### src/sv/sacl_pkg.sv
// Shared constants, types and helpers of the set-associative LRU tag store.
`timescale 1ns / 1ps

package sacl_pkg;

   localparam int WAYS        = 4;
   localparam int OFFSET_BITS = 2;
   localparam int INDEX_BITS  = 14;
   localparam int ADDR_BITS   = 32;
   localparam int COUNT_BITS  = 32;
   localparam int WAY_OUT_BITS = 2;

   localparam int SETS      = 1 << INDEX_BITS;
   localparam int TAG_SHIFT = OFFSET_BITS + INDEX_BITS;
   localparam int TAG_BITS  = ADDR_BITS - TAG_SHIFT;
   localparam int WAY_BITS  = (WAYS > 1) ? $clog2(WAYS) : 1;

   // hit, way, hit count, access count, padded to whole bytes
   localparam int RSP_FIELD_BITS = 1 + WAY_OUT_BITS + 2 * COUNT_BITS;
   localparam int RSP_BITS       = ((RSP_FIELD_BITS + 7) / 8) * 8;

   typedef logic [INDEX_BITS-1:0] index_type;
   typedef logic [TAG_BITS-1:0]   tag_type;
   typedef logic [WAY_BITS-1:0]   way_type;
   typedef tag_type [WAYS-1:0]    tag_row_type;
   // slot 0 holds the oldest way, slot WAYS-1 the newest
   typedef way_type [WAYS-1:0]    order_type;

   typedef struct packed {
      order_type        order;
      logic [WAYS-1:0]  valid;
   } meta_type;

   // controller to datapath
   typedef struct packed {
      logic clear_we;   // write the reset value of one set and advance
      logic lookup_rd;  // latch the address and read its set
      logic commit;     // write the set back and load the result word
   } cmd_type;

   // datapath to controller
   typedef struct packed {
      logic clear_last;  // clearing pointer is at the last set
      logic out_free;    // result register can take a word this cycle
   } sts_type;

   function automatic order_type reset_order();
      order_type ord;
      for (int i = 0; i < WAYS; i++) begin
         ord[i] = WAY_BITS'(i);
      end
      return ord;
   endfunction

   function automatic logic [WAY_OUT_BITS-1:0] way_field(input way_type way);
      return WAY_OUT_BITS'(way);
   endfunction

endpackage

### src/sv/sacl_ctrl.sv
// Controller: clearing pass after reset, then accept, look up and commit.
`timescale 1ns / 1ps

module sacl_ctrl (
   input  logic              clock,
   input  logic              reset,
   input  logic              req_tvalid,
   output logic              req_tready,
   input  sacl_pkg::sts_type sts,
   output sacl_pkg::cmd_type cmd
);

   localparam logic [1:0] ST_CLEAR  = 2'd0;
   localparam logic [1:0] ST_IDLE   = 2'd1;
   localparam logic [1:0] ST_LOOKUP = 2'd2;

   logic [1:0] state_ff;
   logic [1:0] state_in;

   assign req_tready    = (state_ff == ST_IDLE);
   assign cmd.clear_we  = (state_ff == ST_CLEAR);
   assign cmd.lookup_rd = req_tready && req_tvalid;
   assign cmd.commit    = (state_ff == ST_LOOKUP) && sts.out_free;

   always_comb begin
      state_in = state_ff;
      case (state_ff)
         ST_CLEAR: begin
            if (sts.clear_last) begin
               state_in = ST_IDLE;
            end
         end
         ST_IDLE: begin
            if (req_tvalid) begin
               state_in = ST_LOOKUP;
            end
         end
         ST_LOOKUP: begin
            if (sts.out_free) begin
               state_in = ST_IDLE;
            end
         end
         default: begin
            state_in = ST_CLEAR;
         end
      endcase
   end

   always_ff @(posedge clock) begin
      if (reset) begin
         state_ff <= ST_CLEAR;
      end else begin
         state_ff <= state_in;
      end
   end

endmodule

### config.mk
export PLATFORM = sky130hd
export DESIGN_NAME = sacl_ctrl
export DESIGN_NICKNAME = d
export VERILOG_FILES = /design/src/sv/sacl_pkg.sv /design/src/sv/sacl_ctrl.sv
export SDC_FILE = /design/constraint.sdc
export NUM_CORES = 1
export LEC_CHECK = 0
export BUFFER_PORTS_ARGS = -buffer_cell sky130_fd_sc_hd__buf_4
export CORE_AREA = 2 2 39 41
export DETAILED_ROUTE_END_ITERATION = 6
export DIE_AREA = 0 0 41 43
export GPL_ROUTABILITY_DRIVEN = 0
export PLACE_DENSITY = 0.3
export REMOVE_ABC_BUFFERS = 1
export SETUP_SLACK_MARGIN = 0.05
export SYNTH_ARGS = -nofsm -noshare
export SYNTH_HDL_FRONTEND = slang
export SYNTH_SLANG_ARGS = --single-unit
### constraint.sdc
create_clock -name clock -period 0.9 [get_ports clock]
set_input_delay 0.18 -clock clock [delete_from_list [all_inputs] [get_ports clock]]
set_output_delay 0.18 -clock clock [all_outputs]
set_load 0.05 [all_outputs]
**Word-level counts from Yosys, hierarchy flattened**

Cells that the tools add are included.
W data, S select, Z words.

- Bits in registers: 2
- Latch bits: 0
- RAM bits: 0
- ROM bits: 0
- Input bits: 5
- Output and inout bits: 4
- Logic and storage cells: 14
- Memories kept: 0

- $add $sub $neg: 0
- $mul: 0
- Divide/modulo/power cells: 0
- $lt $le $gt $ge: 0
- Equal/unequal tests: 5
- Shift-type cells: 0
- Mux-type cells: 4
- Bitwise gates (word level): 0
- Reductions and logical operators: 4

Operator list:

| cell | number |
|---|---|
| $mux W2 | 3 |
| $ne A2 B2 Y1 const B | 3 |
| $pmux W2 S3 | 1 |
| $reduce_and A3 Y1 | 1 |
| $eq A2 B1 Y1 const B | 1 |
| $eq A2 B2 Y1 const B | 1 |
| $logic_and A1 B1 Y1 | 2 |
| $logic_not A2 Y1 | 1 |

**Depth between registers and ports, before layout**

Gate-level depths: netlist of run 1.

- Depth after elaboration: 3
- Gate-level depth with buffers: 2
- Gate-level depth less buffers: 2

**Least setup slack after synthesis of run 1**

Ideal clock, no wire load.

- Path kind: register to output
- From: reg state_ff[1]
- To: out cmd[0] (netlist bit)
- Arrival: 1.101 ns
- Data required time: 0.720 ns
- Path slack: -0.381 ns
- Cell stages (with the launch flop): 3
- Path buffers: 0
- Path through: dfxtp_1 -> nand2_1 -> nor2_1

RTL lines:

| what | RTL line | RTL |
|---|---|---|
| from (decl) | sacl_ctrl.sv:17 | `logic [1:0] state_ff;` |
| from (signal assigned) | sacl_ctrl.sv:53 | `state_ff <= state_in;` |
| to (decl) | sacl_ctrl.sv:10 | `output sacl_pkg::cmd_type cmd` |

==> run metrics, run 1 <==
outcome=finished with violations; failing checks=negative setup slack; Critical Path Source=state_ff[1]; ANT nets after route=0; min setup slack post-route=-0.262 ns; critical path peak fanout=6; DR DRC count=0; Fmax achieved=861 MHz; # rows=14; LEAKAGE=0.128 nW; Logic pwr share=32.4%; Fin Hold WS=0.112 ns; DIE AREA=1760 µm²; Max rail drop VDD=0.000510 V; Post-DP HPWL=252 µm; Synth Area per Inst=8.28 µm²; most flop-heavy register=state_ff; critical path class=register to output pin; wire length after detailed routing=357 µm; Largest regs=state_ff x2; antenna diode count=0; final hold vios=0; number of port buffers=8; Post-Syn Instances=13; WP data required=0.72 ns; CTS max path bufs=2; RR Startpoint=state_ff[1]; Setup crit end kind=output pin; finished layout cell area=268 µm²; die span in x=41 µm; Reg power frac=22.8%; I/O pin cnt=9; first-pass GRT wire length=655 µm; Worst Tran Pin Value=0.215 ns; worst hold start=reset; Seq cells post-synth=2; final setup fails=6; Non-Filler Instances=43; Largest register FFs=2; Power per Cell Area=1730 nW/µm²; Mapped Area=108 µm²; Starting Density=7.78%; Area contributors post-synth=dfxtp_1 37%, nor2_1 10%, o21ba_1 9.3%, a311oi_1 8.1%, and3b_1 8.1%; Layout Nets=34; Clock power frac=44.8%; H-Tree Depth=1; root buffer selected by CTS=clkbuf_4; period utilization=129%; initial antenna violation count=0; cell taking the most area after synthesis=dfxtp_1; Clk pin slew, worst setup/hold paths=0.03 ns; top cell type's share of synthesized area=37.2%; switch share=32.4%; core area=1380 µm²; Psw=0.150 mW; Post-Place Cells=39; initial detailed-routing violation count=1; vias=138; Setup TNS=-1.02 ns; Final Slew Violations=0; worst-skew pair later-pin latency=0.23 ns; Min Clock Period, post-route=1.16 ns; number of max-cap violations=0; largest net degree at the start of global routing=7; Seq/Total Area, Yosys=37.2%; GRT overflow=0; cell area after placement=203 µm²; CP arrival=0.98 ns; yosys warns=0; layout cells sized above 1=70.4%; CTS tree=built; CTS Hold Bufs=0; via/cell ratio=3.21; cell internal pwr=0.312 mW; CTS Sinks=2; unrepaired setup endpoints after global routing=true; Die Height=43 µm; WL per Instance=8.30 µm; DR pass1 iterations=2; Clock Skew=0.00438 ns; Max transition margin=85.6%; number of global-route vias before repair=162; worst min-delay path category=input port to register; crit start category=register; Area Growth Syn to Fin=149%; gr usage total=6.51%; Final Util=19.3%; number of distinct library cells after synthesis=10; CTS buffer count=3
[cells in the mapped netlist]
cell      number
inv_1          1
o21ba_1        1
nor3b_1        1
nor2_1         3
and3b_1        1
nand2_1        1
dfxtp_1        2
a311oi_1       1
o21a_1         1
nand2b_1       1
[final cells by class]
type	instances	area, µm²
clock buffer	3	22.5
timing repair buffer	11	101
inverter	1	3.75
multi-input combinational	10	75.1
sequential	2	45.0
fill	152	1120
tap	16	20.0
[per-stage QoR]
step,power (mW),worst slack [ns]
after floorplan,0.179,-0.381
after detailed placement,0.231,-0.0750
after global routing,0.501,-0.296
after global placement,0.231,-0.0699
after CTS,0.475,-0.265
final,0.462,-0.262
[layout by cell type, fill, tap and decap left out]
cell	instances
dfxtp_2	1
inv_1	1
o21ba_1	1
a311oi_1	1
buf_6	3
o21a_1	1
nand2b_1	1
nor3b_1	1
nor2_4	1
buf_4	7
nor2_1	1
dfxtp_4	1
nand2_1	1
nor2_2	1
and3b_2	1
clkbuf_4	3
buf_8	1
[what timing repair did]
action / 4_1_cts / 5_1_grt
buffers inserted: 1 / 0
pin swaps: 2 / 1
resized for setup: 10 / 2
endpoints found under the setup margin: 6 / 6
[worst max-delay path, cell delays in order (launching register included)]
cell and delay, ns:
dfxtp_4 0.35, and3b_2 0.26, buf_8 0.15
[power by group through the flow]
stage	Clock (mW)	Combinational [mW]	Sequential, mW
3_3_place_gp	0	0.125	0.106
4_1_cts	0.221	0.147	0.107
6_report	0.207	0.150	0.106
3_5_place_dp	0	0.125	0.106
2_1_floorplan	0	0.0742	0.105
5_1_grt	0.232	0.161	0.108
[final timing paths]
kind	end	slack [ns]	cells past startpoint
setup / recovery	cmd[1]	-0.26	2
hold / removal	state_ff[0]	0.11	2
setup reg to reg	state_ff[1]	-0.09	3
hold reg to reg	state_ff[0]	0.58	2
[logic make-up (layout without fill, tap and decap cells)]
logic type,count (synthesis),in the layout,synth area share [%]
DFF,2,2,37.2
buffers and inverters,1,15,3.49
and+or+nand+nor,7,7,34.9
AOI/OAI and AO/OA,3,3,24.4
[layer usage]
metal	vias up	wire length [µm]	GRT usage, %
li1	73	-	-
met1	54	191	8.63
met2	11	122	5.31
met3	0	43	4.71
met4	0	0	8.00
met5	-	0	0
(Power assumes the default switching activity.)
==> run 2: changes to the inputs <==
--- a/config.mk
+++ b/config.mk
@@ -6,9 +6,9 @@
 export NUM_CORES = 1
 export LEC_CHECK = 0
 export BUFFER_PORTS_ARGS = -buffer_cell sky130_fd_sc_hd__buf_4
-export CORE_AREA = 2 2 39 41
+export CORE_AREA = 10 10 47 49
 export DETAILED_ROUTE_END_ITERATION = 6
-export DIE_AREA = 0 0 41 43
+export DIE_AREA = 0 0 57 59
 export GPL_ROUTABILITY_DRIVEN = 0
 export PLACE_DENSITY = 0.3
 export REMOVE_ABC_BUFFERS = 1
@@ -16,3 +16,4 @@
 export SYNTH_ARGS = -nofsm -noshare
 export SYNTH_HDL_FRONTEND = slang
 export SYNTH_SLANG_ARGS = --single-unit
+export TNS_END_PERCENT = 10
==> run 2 against run 1 <==
- power fell by 5.0%
- die area grew 91%
- the run still ends with negative setup slack left
- clock skew decreased by 0.0022 ns
==> run metrics, run 2 (synthesized netlist as in run 1, its figures left out) <==
Fillers=165; slowest CP cell=dfxtp_2; min setup slack post-route=-0.236 ns; unrepaired setup endpoints after global routing=true; Post-Place Worst Slack=-0.0886 ns; Fmax achieved=880 MHz; WP buf/inv=1; commonest non-fill, non-tap cell in the layout=buf_4; critical-path cell list=and3b_2, buf_6; antenna diode count=0; initial antenna violation count=0; Largest regs=state_ff x2; critical path peak fanout=6; vias=132; first-pass GRT wire length=538 µm; gr usage total=2.33%; outcome=finished with violations; Clock Skew=0.00220 ns; worst-skew pair later-pin latency=0.22 ns; final setup fails=6; DR DRC count=0; ANT nets after route=0; wire length after detailed routing=395 µm; Layout Nets=33; finished layout cell area=251 µm²; CTS buffer count=3; CTS Sinks=2; Area Growth Syn to Fin=134%; most flop-heavy register=state_ff; Clk pin slew, worst setup/hold paths=0.03 ns; largest net degree at the start of global routing=7; I/O pin cnt=9; worst min-delay path category=input port to register; Final Slew Violations=0; largest stage delay on the critical path=0.33 ns; CTS Hold Bufs=0; H-Tree Depth=1; CTS tree=built; CTS max path bufs=2; # rows=14; storage element area=45.0 µm²; via/cell ratio=3.14; number of global-route vias before repair=148; critical path class=register to output pin; initial detailed-routing violation count=3; DIE AREA=3360 µm²; core area=1400 µm²; Setup crit end kind=output pin; Min Clock Period, post-route=1.14 ns; GRT overflow=0; Max rail drop VDD=0.000452 V; WP data required=0.72 ns; Max transition margin=85.0%; period utilization=126%; number of max-cap violations=0; Starting Density=7.68%; Worst Tran Pin Value=0.224 ns; WL per Instance=9.40 µm; Die Height=59 µm; CP top delay family=flip-flops; PnR Total Power=0.439 mW; number of port buffers=8; LEAKAGE=0.121 nW; most frequent cells in the layout=6 x buf_4, 4 x buf_6, 3 x clkbuf_4; cell area after placement=195 µm²; root buffer selected by CTS=clkbuf_4; Multi-input gate area=70.1 µm²; failing checks=negative setup slack; Power per Cell Area=1750 nW/µm²; die span in x=57 µm; crit start category=register; layout cells sized above 1=69.2%; final hold vios=0; DR pass1 iterations=4; CP arrival=0.96 ns; Largest register FFs=2
run 2: cell count changes in the layout (fill, tap and decap cells not counted), sizes merged:
| cell | before | now |
|---|---|---|
| buf | 11 | 10 |
run 2: worst paths after layout:
kind               startpoint     endpoint  slack, ns  cells after the start
hold / removal          reset  state_ff[0]       0.12                      2
hold reg to reg   state_ff[1]  state_ff[0]       0.55                      2
setup reg to reg  state_ff[1]  state_ff[1]      -0.07                      3
setup / recovery  state_ff[1]       cmd[1]      -0.24                      2
run 2: metal layers:
metal  GRT usage, %  vias up  share of wire [%]
met4           4.03        0                  0
li1               -       71                  -
met2           1.24       11                 28
met3           2.15        0                 17
met5              0        -                  0
met1           2.83       50                 54
run 2: worst reg2reg max path: cells and delay by family, from the launching register on:
| family | cells | cell delay [ns] |
|---|---|---|
| buffers and inverters | 1 | 0.13 |
| and+or+nand+nor | 1 | 0.23 |
| DFF | 1 | 0.35 |
| AOI/OAI and AO/OA | 1 | 0.16 |
run 2: report_power, final:
part	switching [mW]	leakage, nW	internal [mW]
Combinational	0.0785	0.0894	0.0593
Sequential	0.0101	0.0175	0.0973
Clock	0.0474	0.0138	0.147
Total	0.136	0.121	0.303
run 2: timing repair:
item,CTS,global route
endpoints found under the hold margin,0,0
pin swaps,2,1
endpoints found under the setup margin,6,6
setup buffers,1,0
gates resized for setup,6,4
run 2: through the flow:
| step | hold slack (ns) | instances | setup TNS, ns | utilization [%] |
|---|---|---|---|---|
| 2_1_floorplan | 0.252 | 13 | -1.39 | - |
| 3_3_place_gp | 0.356 | 38 | -0.281 | 13.9 |
| 3_5_place_dp | 0.358 | 38 | -0.262 | 13.9 |
| 4_1_cts | 0.112 | 42 | -0.961 | 17.2 |
| 5_1_grt | 0.129 | 42 | -1.16 | 17.9 |
| 6_report | 0.121 | 42 | -0.897 | 17.9 |
run 2: area by class of cell:
class | instances | area share [%]
multi-input cells | 10 | 27.9
repair buffers | 10 | 35.8
well taps | 16 | 7.96
clock buffers | 3 | 8.96
flip-flops and latches | 2 | 17.9
inverters | 1 | 1.49
